**config.mk**
```make
export PLATFORM = sky130hd
export DESIGN_NAME = dtpi_ctrl
export DESIGN_NICKNAME = d
export VERILOG_FILES = /design/src/rtl/dtpi_pkg.sv /design/src/rtl/dtpi_ctrl.sv
export VERILOG_INCLUDE_DIRS = /design/src /design/src/rtl
export SDC_FILE = /design/constraint.sdc
export NUM_CORES = 1
export LEC_CHECK = 0
export BUFFER_PORTS_ARGS = -buffer_cell sky130_fd_sc_hd__buf_2
export CAP_MARGIN = 30
export CORE_AREA = 2 2 39 41
export CTS_BUF_LIST = sky130_fd_sc_hd__clkbuf_4 sky130_fd_sc_hd__clkbuf_8
export DETAILED_ROUTE_END_ITERATION = 10
export DIE_AREA = 0 0 41 43
export SLEW_MARGIN = 20
export SYNTH_ARGS = -nofsm -noshare
export SYNTH_HDL_FRONTEND = slang
export SYNTH_SLANG_ARGS = --single-unit
```
**constraint.sdc**
```tcl
create_clock -name i_clk -period 2 [get_ports i_clk]
set_clock_uncertainty 0.05 [all_clocks]
set_input_delay 0.4 -clock i_clk [delete_from_list [all_inputs] [get_ports i_clk]]
set_output_delay 0.4 -clock i_clk [all_outputs]
set_load 0.005 [all_outputs]
```
**src/rtl/dual_table_pressure_interp_assert.svh**
```systemverilog
// Assertion macros used by the controller (dtpi_ctrl).
`ifndef DUAL_TABLE_PRESSURE_INTERP_ASSERT_SVH
`define DUAL_TABLE_PRESSURE_INTERP_ASSERT_SVH

// Same-cycle implication, disabled while reset is asserted.
`define DTPI_ASSERT_IMPL(name, clk, rst_n, ante, cons) \
    name: assert property (@(posedge clk) disable iff (!rst_n) (ante) |-> (cons)) \
        else $error("dtpi: same-cycle check failed");

// Next-cycle implication, disabled while reset is asserted.
`define DTPI_ASSERT_NEXT(name, clk, rst_n, ante, cons) \
    name: assert property (@(posedge clk) disable iff (!rst_n) (ante) |=> (cons)) \
        else $error("dtpi: next-cycle check failed");

`endif

```
**src/rtl/dtpi_pkg.sv**
```systemverilog
`timescale 1ns / 1ps

package dtpi_pkg;

    localparam int REQ_W     = 2;
    localparam int CFG_IDX_W = 1;
    localparam int COUNT_W   = 9;
    localparam int IDX_W     = 8;
    localparam int DATA_W    = 32;

    localparam logic [REQ_W-1:0] REQ_WR_UNREACTED = 2'd0;
    localparam logic [REQ_W-1:0] REQ_WR_REACTED   = 2'd1;
    localparam logic [REQ_W-1:0] REQ_QUERY        = 2'd2;

    localparam logic [CFG_IDX_W-1:0] CFG_UNREACTED_COUNT = 1'b0;
    localparam logic [CFG_IDX_W-1:0] CFG_REACTED_COUNT   = 1'b1;

    typedef struct packed {
        logic wr_unr;
        logic wr_rea;
        logic scan_init;
        logic scan_en;
        logic div_init;
        logic div_step;
        logic mul;
        logic sum;
    } t_cmd;

    typedef struct packed {
        logic scan_done;
    } t_lane_sts;

endpackage

```
**src/rtl/dtpi_ctrl.sv**
```systemverilog
`timescale 1ns / 1ps
`include "dual_table_pressure_interp_assert.svh"

module dtpi_ctrl #(
    parameter int FRACTION_BITS = 16
) (
    input  logic                         i_clk,
    input  logic                         i_rst_n,
    input  logic                         i_start,
    input  logic [dtpi_pkg::REQ_W-1:0]   i_req_type,
    input  dtpi_pkg::t_lane_sts          i_sts_unr,
    input  dtpi_pkg::t_lane_sts          i_sts_rea,
    output dtpi_pkg::t_cmd               o_cmd,
    output logic                         o_busy,
    output logic                         o_valid
);

    localparam int SW = $clog2(FRACTION_BITS + 2);

    typedef enum logic [2:0] {
        S_IDLE,
        S_SCAN,
        S_DIV,
        S_MUL,
        S_SUM
    } t_state;

    t_state        r_state;
    logic [SW-1:0] r_step;
    logic          r_busy;
    logic          r_valid;
    logic          accept;
    logic          scans_done;

    assign accept     = i_start && !r_busy;
    assign scans_done = i_sts_unr.scan_done && i_sts_rea.scan_done;

    always_comb begin
        o_cmd           = '0;
        o_cmd.wr_unr    = accept && (i_req_type == dtpi_pkg::REQ_WR_UNREACTED);
        o_cmd.wr_rea    = accept && (i_req_type == dtpi_pkg::REQ_WR_REACTED);
        o_cmd.scan_init = accept && (i_req_type == dtpi_pkg::REQ_QUERY);
        o_cmd.scan_en   = (r_state == S_SCAN);
        o_cmd.div_init  = (r_state == S_SCAN) && scans_done;
        o_cmd.div_step  = (r_state == S_DIV);
        o_cmd.mul       = (r_state == S_MUL);
        o_cmd.sum       = (r_state == S_SUM);
    end

    always_ff @(posedge i_clk) begin
        if (!i_rst_n) begin
            r_state <= S_IDLE;
            r_step  <= '0;
            r_busy  <= 1'b0;
            r_valid <= 1'b0;
        end else begin
            r_valid <= 1'b0;
            unique case (r_state)
                S_IDLE: begin
                    if (accept && (i_req_type == dtpi_pkg::REQ_QUERY)) begin
                        r_state <= S_SCAN;
                        r_busy  <= 1'b1;
                    end
                end
                S_SCAN: begin
                    if (scans_done) begin
                        r_state <= S_DIV;
                        r_step  <= '0;
                    end
                end
                S_DIV: begin
                    r_step <= r_step + SW'(1);
                    if (r_step == SW'(FRACTION_BITS)) begin
                        r_state <= S_MUL;
                    end
                end
                S_MUL: begin
                    r_state <= S_SUM;
                end
                S_SUM: begin
                    r_state <= S_IDLE;
                    r_busy  <= 1'b0;
                    r_valid <= 1'b1;
                end
                default: begin
                    r_state <= S_IDLE;
                    r_busy  <= 1'b0;
                end
            endcase
        end
    end

    assign o_busy  = r_busy;
    assign o_valid = r_valid;

    `DTPI_ASSERT_NEXT(a_valid_single, i_clk, i_rst_n, o_valid, !o_valid)
    `DTPI_ASSERT_IMPL(a_valid_idle, i_clk, i_rst_n, o_valid, !o_busy && (r_state == S_IDLE))
    `DTPI_ASSERT_NEXT(a_query_busy, i_clk, i_rst_n, o_cmd.scan_init, o_busy && (r_state == S_SCAN))

endmodule

```
=== Word level (Yosys, flattened, before mapping) ===
Index checks and enable logic that the tools add are counted.

* Add/subtract/negate cells: 1
* Equal/unequal tests: 10
* Muxes and demuxes: 9
* Bitwise operators: 1
* Reductions and logical operators: 14

{| class="wikitable"
|+ Operators with widths
! operator !! count
|-
| 3-bit case mux with 4 select lines || 1
|-
| 5-bit case mux with 2 select lines || 1
|-
| 3-bit 2-to-1 mux || 3
|-
| 3-bit by 2-bit == test with 1-bit output (second input constant) || 2
|-
| 1-bit logical AND || 6
|-
| 5-bit by 1-bit adder with 5-bit output (second input constant) || 1
|-
| 5-bit == test (second input constant) || 1
|-
| 5-bit 2-to-1 mux || 1
|-
| 2-bit by 1-bit inequality test with 1-bit output (second input constant) || 2
|-
| 2-bit AND reduction || 2
|-
| 3-bit by 1-bit == test with 1-bit output (second input constant) || 1
|-
| 3-bit == test (second input constant) || 1
|-
| 3-bit logical NOT || 1
|-
| 3-bit AND reduction || 1
|-
| 3-bit OR reduction || 1
|-
| 2-bit by 1-bit == test with 1-bit output (second input constant) || 1
|-
| 2-bit == test (second input constant) || 1
|-
| 2-bit logical NOT || 1
|-
| 1-bit 2-to-1 mux || 2
|-
| 2-bit inequality test (second input constant) || 1
|-
| 1-bit case mux with 2 select lines || 1
|-
| 2-bit nonzero test || 1
|-
| 1-bit logical NOT || 1
|-
| 1-bit NOT || 1
|}

* Register bits after elaboration: 10
* Output and inout port bits: 10
* Logic and storage cells: 39

=== Depth between registers and ports, before layout ===
Gate-level depths: netlist of run 1.

* Depth after elaboration: 5
* Depth in mapped cells: 5
* Gate-level depth less buffers: 5

=== Least setup slack after synthesis of run 1 ===
No wires, ideal clock.

* Path type: register -> output
* Start point: register r_state[0]
* End point: output port o_cmd[3] in the netlist's numbering
* Data arrival time: 949 ps
* Data required time: 1550 ps
* Setup slack: 601 ps
* Cell stages (with the launch flop): 4
* Path buffers: 1
* Path through: dfxtp_1 > buf_4 > nor3b_1 > and3_1

{| class="wikitable"
|+ RTL lines
! item !! line !! source
|-
| from (decl) || dtpi_ctrl.sv:28 || <nowiki>t_state r_state;</nowiki>
|-
| from (signal assigned) || dtpi_ctrl.sv:52 || <nowiki>r_state <= S_IDLE;</nowiki>
|-
| from (signal assigned) || dtpi_ctrl.sv:61 || <nowiki>r_state <= S_SCAN;</nowiki>
|-
| from (signal assigned) || dtpi_ctrl.sv:67 || <nowiki>r_state <= S_DIV;</nowiki>
|-
| to (decl) || dtpi_ctrl.sv:13 || <nowiki>output dtpi_pkg::t_cmd o_cmd,</nowiki>
|}

==> flow_metrics.env, run 1 <==
export IMPL_clock_path_buffers=2
export IMPL_port_buffers=16
export IMPL_min_delay_path_depth=2
export IMPL_synth_edf_count=0
export IMPL_cts_tree="done"
export IMPL_rsz0062_at_grt="no"
export IMPL_ios=17
export IMPL_routed_wl_um=1089
export IMPL_post_route_cell_area_um2=649.4
export IMPL_critPathMaxStageDelay_ns=0.49
export IMPL_p_int_mw=0.3289
export IMPL_antenna_found_initial=0
export IMPL_drive_above_1_share=0.3067
export IMPL_cts_root_buffer="clkbuf_4"
export IMPL_ff2ff_setup_slack_ns=0.58
export IMPL_comb_power_share=0.076
export IMPL_nNetsFinal=85
export IMPL_switching_power_mw=0.09957
export IMPL_clkTransAtPathRegs_ns=0.06
export IMPL_tightest_slew_ns=0.3771
export IMPL_ys_ff_latch=10
export IMPL_dieArea_mm2=0.001763
export IMPL_rr_worst_depth=3
export IMPL_ir_worst_vdd_uv=255.2
export IMPL_fillers=128
export IMPL_path_class="reg2out"
export IMPL_start_util=0.3761
export IMPL_ys_warn_count=0
export IMPL_grt_pass1_wl_um=1966
export IMPL_multiInputGateArea_um2=301.5
export IMPL_final_hold_viol_count=0
export IMPL_hold_class="in2reg"
export IMPL_cts_resized_gates=0
export IMPL_cts_sinks=10
export IMPL_syn_nets=65
export IMPL_cts_buffers=3
export IMPL_timing_fmax_mhz=540.8
export IMPL_vias=488
export IMPL_period_needed_ns=1.849
export IMPL_overflow=0
export IMPL_grt_max_degree=10
export IMPL_avgSynthCellArea_um2=9.295
export IMPL_critPathCaptureType="output pin"
export IMPL_cp_max_fo=8
export IMPL_crit_chain="nor3b_1 -> and3_1 -> buf_2"
export IMPL_cellPowerDensity_mw_per_mm2=659.8
export IMPL_dp_slack_ns=0.4579
export IMPL_yosysSeqAreaShare=0.3846
export IMPL_die_x_um=41
export IMPL_seqPwrFrac=0.484
export IMPL_placed_cells=87
export IMPL_finalPower_mw=0.4284
export IMPL_avgRoutedWirePerCell_um=11.97
export IMPL_required_ns=1.55
export IMPL_cpMaxStageDelayCell="dfxtp_1"
export IMPL_fin_crit_sh=0.9246
export IMPL_synth_area_um2=520.5
export IMPL_syn2layout_area_growth_pct=24.76
export IMPL_regArea_um2=200.2
export IMPL_fin_setup_tns_ns=0
export IMPL_grt_pass1_vias=465
export IMPL_worst_slack_ns=0.1508
export IMPL_pwr_share_clk=0.440
export IMPL_drc=0
export IMPL_max_cap_violations=0
export IMPL_core_area_mm2=0.001384
export IMPL_gp_congestion=0.7891
export IMPL_drtAntennaViolNets=0
export IMPL_post_route_util=0.4693
export IMPL_routed_via_density=5.363
export IMPL_swShare=0.2324
export IMPL_synthCells=56
export IMPL_ys_flop_type="dfxtp_1"
export IMPL_busiest_layer="met2"
export IMPL_setup_viol=0
export IMPL_clk_latency_ns=0.28
export IMPL_async_flop_share=0
export IMPL_placed_area_um2=613.1
export IMPL_drt_pass1_iter_count=4
export IMPL_first_iter_violations=13
export IMPL_arrival_ns=1.40
export IMPL_drv_slew=0
export IMPL_start_kind="flip-flop"
export IMPL_ctsHoldBuffers=0
export IMPL_hpwl_um=786.8
export IMPL_instances_no_fill=91
export IMPL_met3_usage=0.03141
export IMPL_met1_usage=0.2071
export IMPL_use_met2=0.2375
export IMPL_status="finished clean"
export IMPL_fin_hold_ws_ns=0.3780
export IMPL_rows=14
export IMPL_diodes=0
export IMPL_die_y_um=43
export IMPL_relSlewSlack=0.7484
export IMPL_cts_max_level=1
export IMPL_leakage_nw=0.2748
export IMPL_postCtsSetupRepairBufs=0
export IMPL_ys_types=25
export IMPL_grt_usage=0.1710
## worst paths after layout
kind	startpoint	end
worst min register to register	r_step[4]	r_step[4]
worst max-delay path	r_state[0]	o_cmd[3]
worst min-delay path	i_rst_n	r_state[1]
worst max register to register	r_state[1]	r_step[4]
## power by group through the flow
stage	combinational (mW)	sequential, mW	clock (mW)
floorplan	0.0192	0.209	0
global placement	0.0326	0.212	0
detailed placement	0.0328	0.212	0
CTS	0.0329	0.207	0.194
global route	0.0379	0.208	0.204
finish	0.0326	0.207	0.188
## state kept, by name, summed over array words and instances, names as in the netlist
name and flops:
r_state 3, o_busy 1, o_valid 1, r_step 5
## placed cells by master, fill, tap and decap left out, types with 3 or more instances in the layout
cell	n
clkbuf_4	3
a21oi_1	5
nand2_1	4
inv_1	3
buf_2	16
a311oi_1	3
dfxtp_1	10
nand3_1	4
nor2_1	3
## Yosys cell counts (all sizes together) (2+ instances only)
cell	instances	share of area
and3	2	0.024
a21oi	5	0.048
a311oi	3	0.050
nor2	3	0.022
nor4bb	2	0.038
a41oi	2	0.034
nand2	4	0.029
and2	2	0.024
dfxtp	10	0.38
nand2b	2	0.024
nor3b	2	0.050
inv	3	0.022
nand3	4	0.038
ha	2	0.048
## cells by family (layout without fill, tap and decap cells)
kind of cell               count (synthesis)  in the layout  share of synthesized area
and+or+nand+nor                           26             26                     0.3413
muxes                                      1              1                    0.01923
buffers and inverters                      4             23                    0.03606
DFF                                       10             10                     0.3846
AOI/OAI and AO/OA                         13             13                     0.1707
adders and majority gates                  2              2                    0.04807
## layout make-up
class,count,share of cell area
flip-flops and latches,10,0.3083
clock buffers,4,0.05588
repair buffers,16,0.1233
multi-input cells,42,0.4644
well taps,16,0.03083
inverters,3,0.01734
## routing by layer
layer  up-vias  routed length [um]
met5         -                   0
met4         0                  54
met3         5                  81
met2        17                 463
met1       213                 489
li1        253                   -
## critical path: cells and delay by family, from the launching register on
kind	cells	cell delay [ns]
simple gates	2	0.53
flops	1	0.49
buf+inv	1	0.10
Note: power is estimated with default switching activity, not from simulation.
==> inputs of run 2 (changes only) <==
- CTS_BUF_LIST: sky130_fd_sc_hd__clkbuf_4 sky130_fd_sc_hd__clkbuf_8 -> sky130_fd_sc_hd__clkbuf_8
- clock period: 2 -> 1.72 ns (I/O delays scaled with it)
==> run 2 against run 1 <==
  * Critical endpoint unchanged
  * Core utilization rose by 2.4 points
  * Clock power rose by 28%
  * Worst setup slack worse by 0.086 ns
  * Clock-buffer cell count shrank 1
  * Power grew 22%
  * Sequential power increased by 17%
  * Hold slack got worse by 0.020 ns
  * Routed wire length rose by 8.7%
  * Sequential share of layout area fell by 1.5 points
  * Final cell count rose by 2.2%
  * Die area unchanged
==> flow_metrics.env, run 2 (synthesis results as in run 1) <==
export IMPL_overflow=0
export IMPL_worstHoldStart="i_rst_n"
export IMPL_worstHoldEndpoint="r_state[1]"
export IMPL_drc=0
export IMPL_rr_worst_depth=4
export IMPL_timing_fmax_mhz=604.1
export IMPL_required_ns=1.33
export IMPL_worst_slack_ns=0.06474
export IMPL_ir_worst_vdd_uv=447.5
export IMPL_clkTransAtPathRegs_ns=0.05
export IMPL_routed_via_density=5.247
export IMPL_post_route_cell_area_um2=681.9
export IMPL_die_y_um=43
export IMPL_clk_latency_ns=0.23
export IMPL_min_delay_path_depth=2
export IMPL_cts_buffers=3
export IMPL_vias=488
export IMPL_fillers=138
export IMPL_finalPower_mw=0.5235
export IMPL_die_x_um=41
export IMPL_avgRoutedWirePerCell_um=12.73
export IMPL_hpwl_um=798.3
export IMPL_grt_pass1_wl_um=1814
export IMPL_tightest_slew_ns=0.3488
export IMPL_port_buffers=16
export IMPL_dieArea_mm2=0.001763
export IMPL_reg_top3="r_step: 5 flops, r_state: 3 flops"
export IMPL_largest_reg_flops=5
export IMPL_max_cap_violations=0
export IMPL_critPathCaptureType="output pin"
export IMPL_diodes=0
export IMPL_gp_congestion=0.7763
export IMPL_setup_viol=0
export IMPL_final_common_cell="buf_2"
export IMPL_relSlewSlack=0.7675
export IMPL_clock_path_buffers=2
export IMPL_drv_slew=0
export IMPL_regArea_um2=200.2
export IMPL_hold_class="in2reg"
export IMPL_ff2ff_setup_slack_ns=0.27
export IMPL_path_class="reg2out"
export IMPL_fin_crit_sh=0.9624
export IMPL_largest_register="r_step"
export IMPL_core_area_mm2=0.001384
export IMPL_cts_tree="done"
export IMPL_start_kind="flip-flop"
export IMPL_drt_pass1_iter_count=2
export IMPL_cts_sinks=10
export IMPL_final_cell_mix="buf_2, dfxtp_1, a21oi_1, nand3_1, nand2_1"
export IMPL_routed_wl_um=1184
export IMPL_syn2layout_area_growth_pct=31.01
export IMPL_multiInputGateArea_um2=306.5
export IMPL_grt_usage=0.1581
export IMPL_nNetsFinal=88
export IMPL_drive_above_1_share=0.3377
export IMPL_post_route_util=0.4928
export IMPL_cp_max_fo=8
export IMPL_final_hold_viol_count=0
export IMPL_drtAntennaViolNets=0
export IMPL_period_needed_ns=1.655
export IMPL_status="finished clean"
export IMPL_cts_max_level=1
export IMPL_leakage_nw=0.2962
export IMPL_arrival_ns=1.26
export IMPL_worstReg2RegEnd="r_step[3]"
export IMPL_cellPowerDensity_mw_per_mm2=767.7
export IMPL_cts_root_buffer="clkbuf_8"
export IMPL_ios=17
export IMPL_grt_max_degree=10
export IMPL_dp_slack_ns=0.2584
export IMPL_antenna_found_initial=0
export IMPL_rows=14
export IMPL_grt_pass1_vias=413
export IMPL_ctsHoldBuffers=0
export IMPL_start_util=0.3761
export IMPL_placed_area_um2=613.1
export IMPL_r2r_start="r_state[1]"
export IMPL_first_iter_violations=6
## run 2: cell count changes in the layout (fill, tap and decap cells not counted)
| cell | delta |
|---|---|
| buf_4 | +3 |
| clkbuf_8 | +2 |
| nor3b_1 | -1 |
| clkbuf_4 | -3 |
| nor3b_2 | +1 |
## run 2: final cells by class
| class | count | share of cell area |
|---|---|---|
| tap | 16 | 0.02936 |
| inverter | 3 | 0.01651 |
| sequential | 10 | 0.2936 |
| multi-input combinational | 42 | 0.4495 |
| clock buffer | 3 | 0.06055 |
| timing repair buffer | 19 | 0.1505 |
## run 2: per-layer routing
metal  vias up  GRT usage  share of wire
met5         -          0              0
met3         4    0.06283          0.054
met1       214     0.2045           0.48
met4         0     0.1000          0.023
li1        258          -              -
met2        12     0.2094           0.44
## run 2: worst max-delay path: stages, from the launching register on
cell and delay (ns):
dfxtp_1 0.48, nor3b_2 0.27, and3_1 0.18, buf_2 0.10
## run 2: power breakdown
part	internal (mW)	leakage, nW	switching (mW)	total, mW
combinational	0.0205	0.194	0.0199	0.0404
clock	0.153	0.0216	0.0880	0.241
sequential	0.236	0.0808	0.00619	0.242
total	0.409	0.296	0.114	0.524
## run 2: what timing repair did
item | CTS | global route
setup buffers | 0 | 3
endpoints found under the setup margin | 0 | 2
gates resized for setup | 0 | 1
endpoints found under the hold margin | 0 | 0
## run 2: worst max-delay path by stage
stage	from	end	slack [ns]	cells past startpoint
floorplan	r_state[0]	o_cmd[3]	0.38	3
global placement	r_state[0]	o_cmd[3]	0.27	3
detailed placement	r_state[0]	o_cmd[3]	0.26	3
CTS	r_state[0]	o_cmd[3]	0.004	3
global route	r_state[0]	o_cmd[3]	-0.01	3
finish	r_state[0]	o_cmd[3]	0.06	3
## run 2: per-stage QoR
step | hold WS [ns] | TNS, ns | cells
2_1_floorplan | 0.3904 | 0 | 56
3_3_place_gp | 0.4238 | 0 | 87
3_5_place_dp | 0.4244 | 0 | 87
4_1_cts | 0.3591 | 0 | 90
5_1_grt | 0.3664 | -0.01006 | 93
6_report | 0.3577 | 0 | 93
==> inputs of run 3 (changes only) <==
- CTS_BUF_LIST: sky130_fd_sc_hd__clkbuf_8 -> unset
==> run 3 against run 2 <==
  * Die area unchanged
  * Largest cell class unchanged
  * Via count decreased by 3.1%
  * Register-to-register slack worse by 0.03 ns
==> flow_metrics.env, run 3 (synthesis results as in run 1) <==
export IMPL_cts_sinks=10
export IMPL_gp_congestion=0.7763
export IMPL_drc=0
export IMPL_fin_setup_tns_ns=0
export IMPL_cts_buffers=3
export IMPL_cellPowerDensity_mw_per_mm2=668.8
export IMPL_dieArea_mm2=0.001763
export IMPL_die_y_um=43
export IMPL_leakage_nw=0.2834
export IMPL_final_common_cell="buf_2"
export IMPL_timing_fmax_mhz=623.2
export IMPL_comb_power_share=0.090
export IMPL_hold_class="in2reg"
export IMPL_dp_slack_ns=0.2584
export IMPL_grt_pass1_wl_um=1745
export IMPL_period_needed_ns=1.605
export IMPL_ff2ff_setup_slack_ns=0.24
export IMPL_drt_pass1_iter_count=4
export IMPL_placed_area_um2=613.1
export IMPL_path_class="reg2out"
export IMPL_antenna_found_initial=0
export IMPL_status="finished clean"
export IMPL_largest_reg_flops=5
export IMPL_core_area_mm2=0.001384
export IMPL_overflow=0
export IMPL_arrival_ns=1.21
export IMPL_avgRoutedWirePerCell_um=12.11
export IMPL_drv_slew=0
export IMPL_reg_top3="r_step: 5 flops, r_state: 3 flops"
export IMPL_first_iter_violations=13
export IMPL_relSlewSlack=0.7651
export IMPL_switching_power_mw=0.1033
export IMPL_seqPwrFrac=0.550
export IMPL_clkTransAtPathRegs_ns=0.07
export IMPL_die_x_um=41
export IMPL_tightest_slew_ns=0.3523
export IMPL_final_cell_mix="buf_2, dfxtp_1, a21oi_1, nand3_1, nand2_1"
export IMPL_rsz0062_at_grt="no"
export IMPL_drtAntennaViolNets=0
export IMPL_required_ns=1.33
export IMPL_routed_via_density=5.141
export IMPL_ios=17
export IMPL_grt_usage=0.1501
export IMPL_largest_register="r_step"
export IMPL_port_buffers=16
export IMPL_cts_tree="done"
export IMPL_pwr_share_clk=0.361
export IMPL_setup_viol=0
export IMPL_clock_path_buffers=2
export IMPL_hpwl_um=798.3
export IMPL_ir_worst_vdd_uv=388.8
export IMPL_swShare=0.2351
export IMPL_final_hold_viol_count=0
export IMPL_grt_pass1_vias=413
export IMPL_diodes=0
export IMPL_start_util=0.3761
export IMPL_fillers=141
export IMPL_clk_latency_ns=0.26
export IMPL_rows=14
export IMPL_cts_root_buffer="clkbuf_4"
export IMPL_nNetsFinal=87
export IMPL_routed_wl_um=1114
export IMPL_critPathCaptureType="output pin"
export IMPL_ctsHoldBuffers=0
export IMPL_max_cap_violations=0
export IMPL_grt_max_degree=10
export IMPL_start_kind="flip-flop"
export IMPL_drive_above_1_share=0.3421
export IMPL_cp_max_fo=8
export IMPL_post_route_cell_area_um2=656.9
export IMPL_p_int_mw=0.3360
export IMPL_worst_slack_ns=0.1154
export IMPL_vias=473
export IMPL_syn2layout_area_growth_pct=26.20
export IMPL_fin_crit_sh=0.9329
export IMPL_cts_max_level=1
==> run 3: worst paths after layout <==
check	start	cells past startpoint	endpoint
worst min-delay path	i_rst_n	3	r_step[0]
worst max-delay path	r_state[1]	2	o_cmd[2]
worst max register to register	r_state[1]	4	r_step[3]
worst min register to register	r_step[4]	1	r_step[4]
==> run 3: critical path: stages, from the launching register on <==
cell     delay (ns)
dfxtp_1        0.47
nor3b_4        0.32
buf_2          0.16
==> run 3: final cells by class <==
cell class	instances	area, um^2	share of cell area
multi-input cells	42	306.5	0.4667
clock buffers	3	22.52	0.03429
well taps	16	20.02	0.03048
flip-flops and latches	10	201.4	0.3067
inverters	3	11.26	0.01714
repair buffers	18	95.09	0.1448
==> run 3: per-layer routing <==
layer	track usage	up-vias	routed length (um)
met2	0.1938	14	479
li1	-	253	-
met3	0.06283	2	68
met1	0.2045	204	554
met4	0.08000	0	11
met5	0	-	0
==> run 3: per-stage QoR <==
stage / std cells / hold slack, ns / util / power [mW]
final: 92 / 0.3319 / 0.4747 / 0.4393
after global routing: 92 / 0.3279 / 0.4747 / 0.4660
after CTS: 90 / 0.3254 / 0.4629 / 0.4442
after detailed placement: 87 / 0.4244 / 0.4430 / 0.2843
after global placement: 87 / 0.4238 / 0.4430 / 0.2834
after floorplan: 56 / 0.3904 / - / 0.2657
==> run 3: power groups by stage <==
stage / clock network, mW / logic, mW / registers (mW)
2_1_floorplan: 0 / 0.0224 / 0.243
3_3_place_gp: 0 / 0.0373 / 0.246
3_5_place_dp: 0 / 0.0379 / 0.246
4_1_cts: 0.165 / 0.0385 / 0.241
5_1_grt: 0.179 / 0.0449 / 0.242
6_report: 0.158 / 0.0394 / 0.241
==> run 3: repair_timing <==
action | in CTS | in global routing
endpoints found under the setup margin | 1 | 2
gates resized for setup | 1 | 1
buffers inserted | 0 | 2
endpoints found under the hold margin | 0 | 0
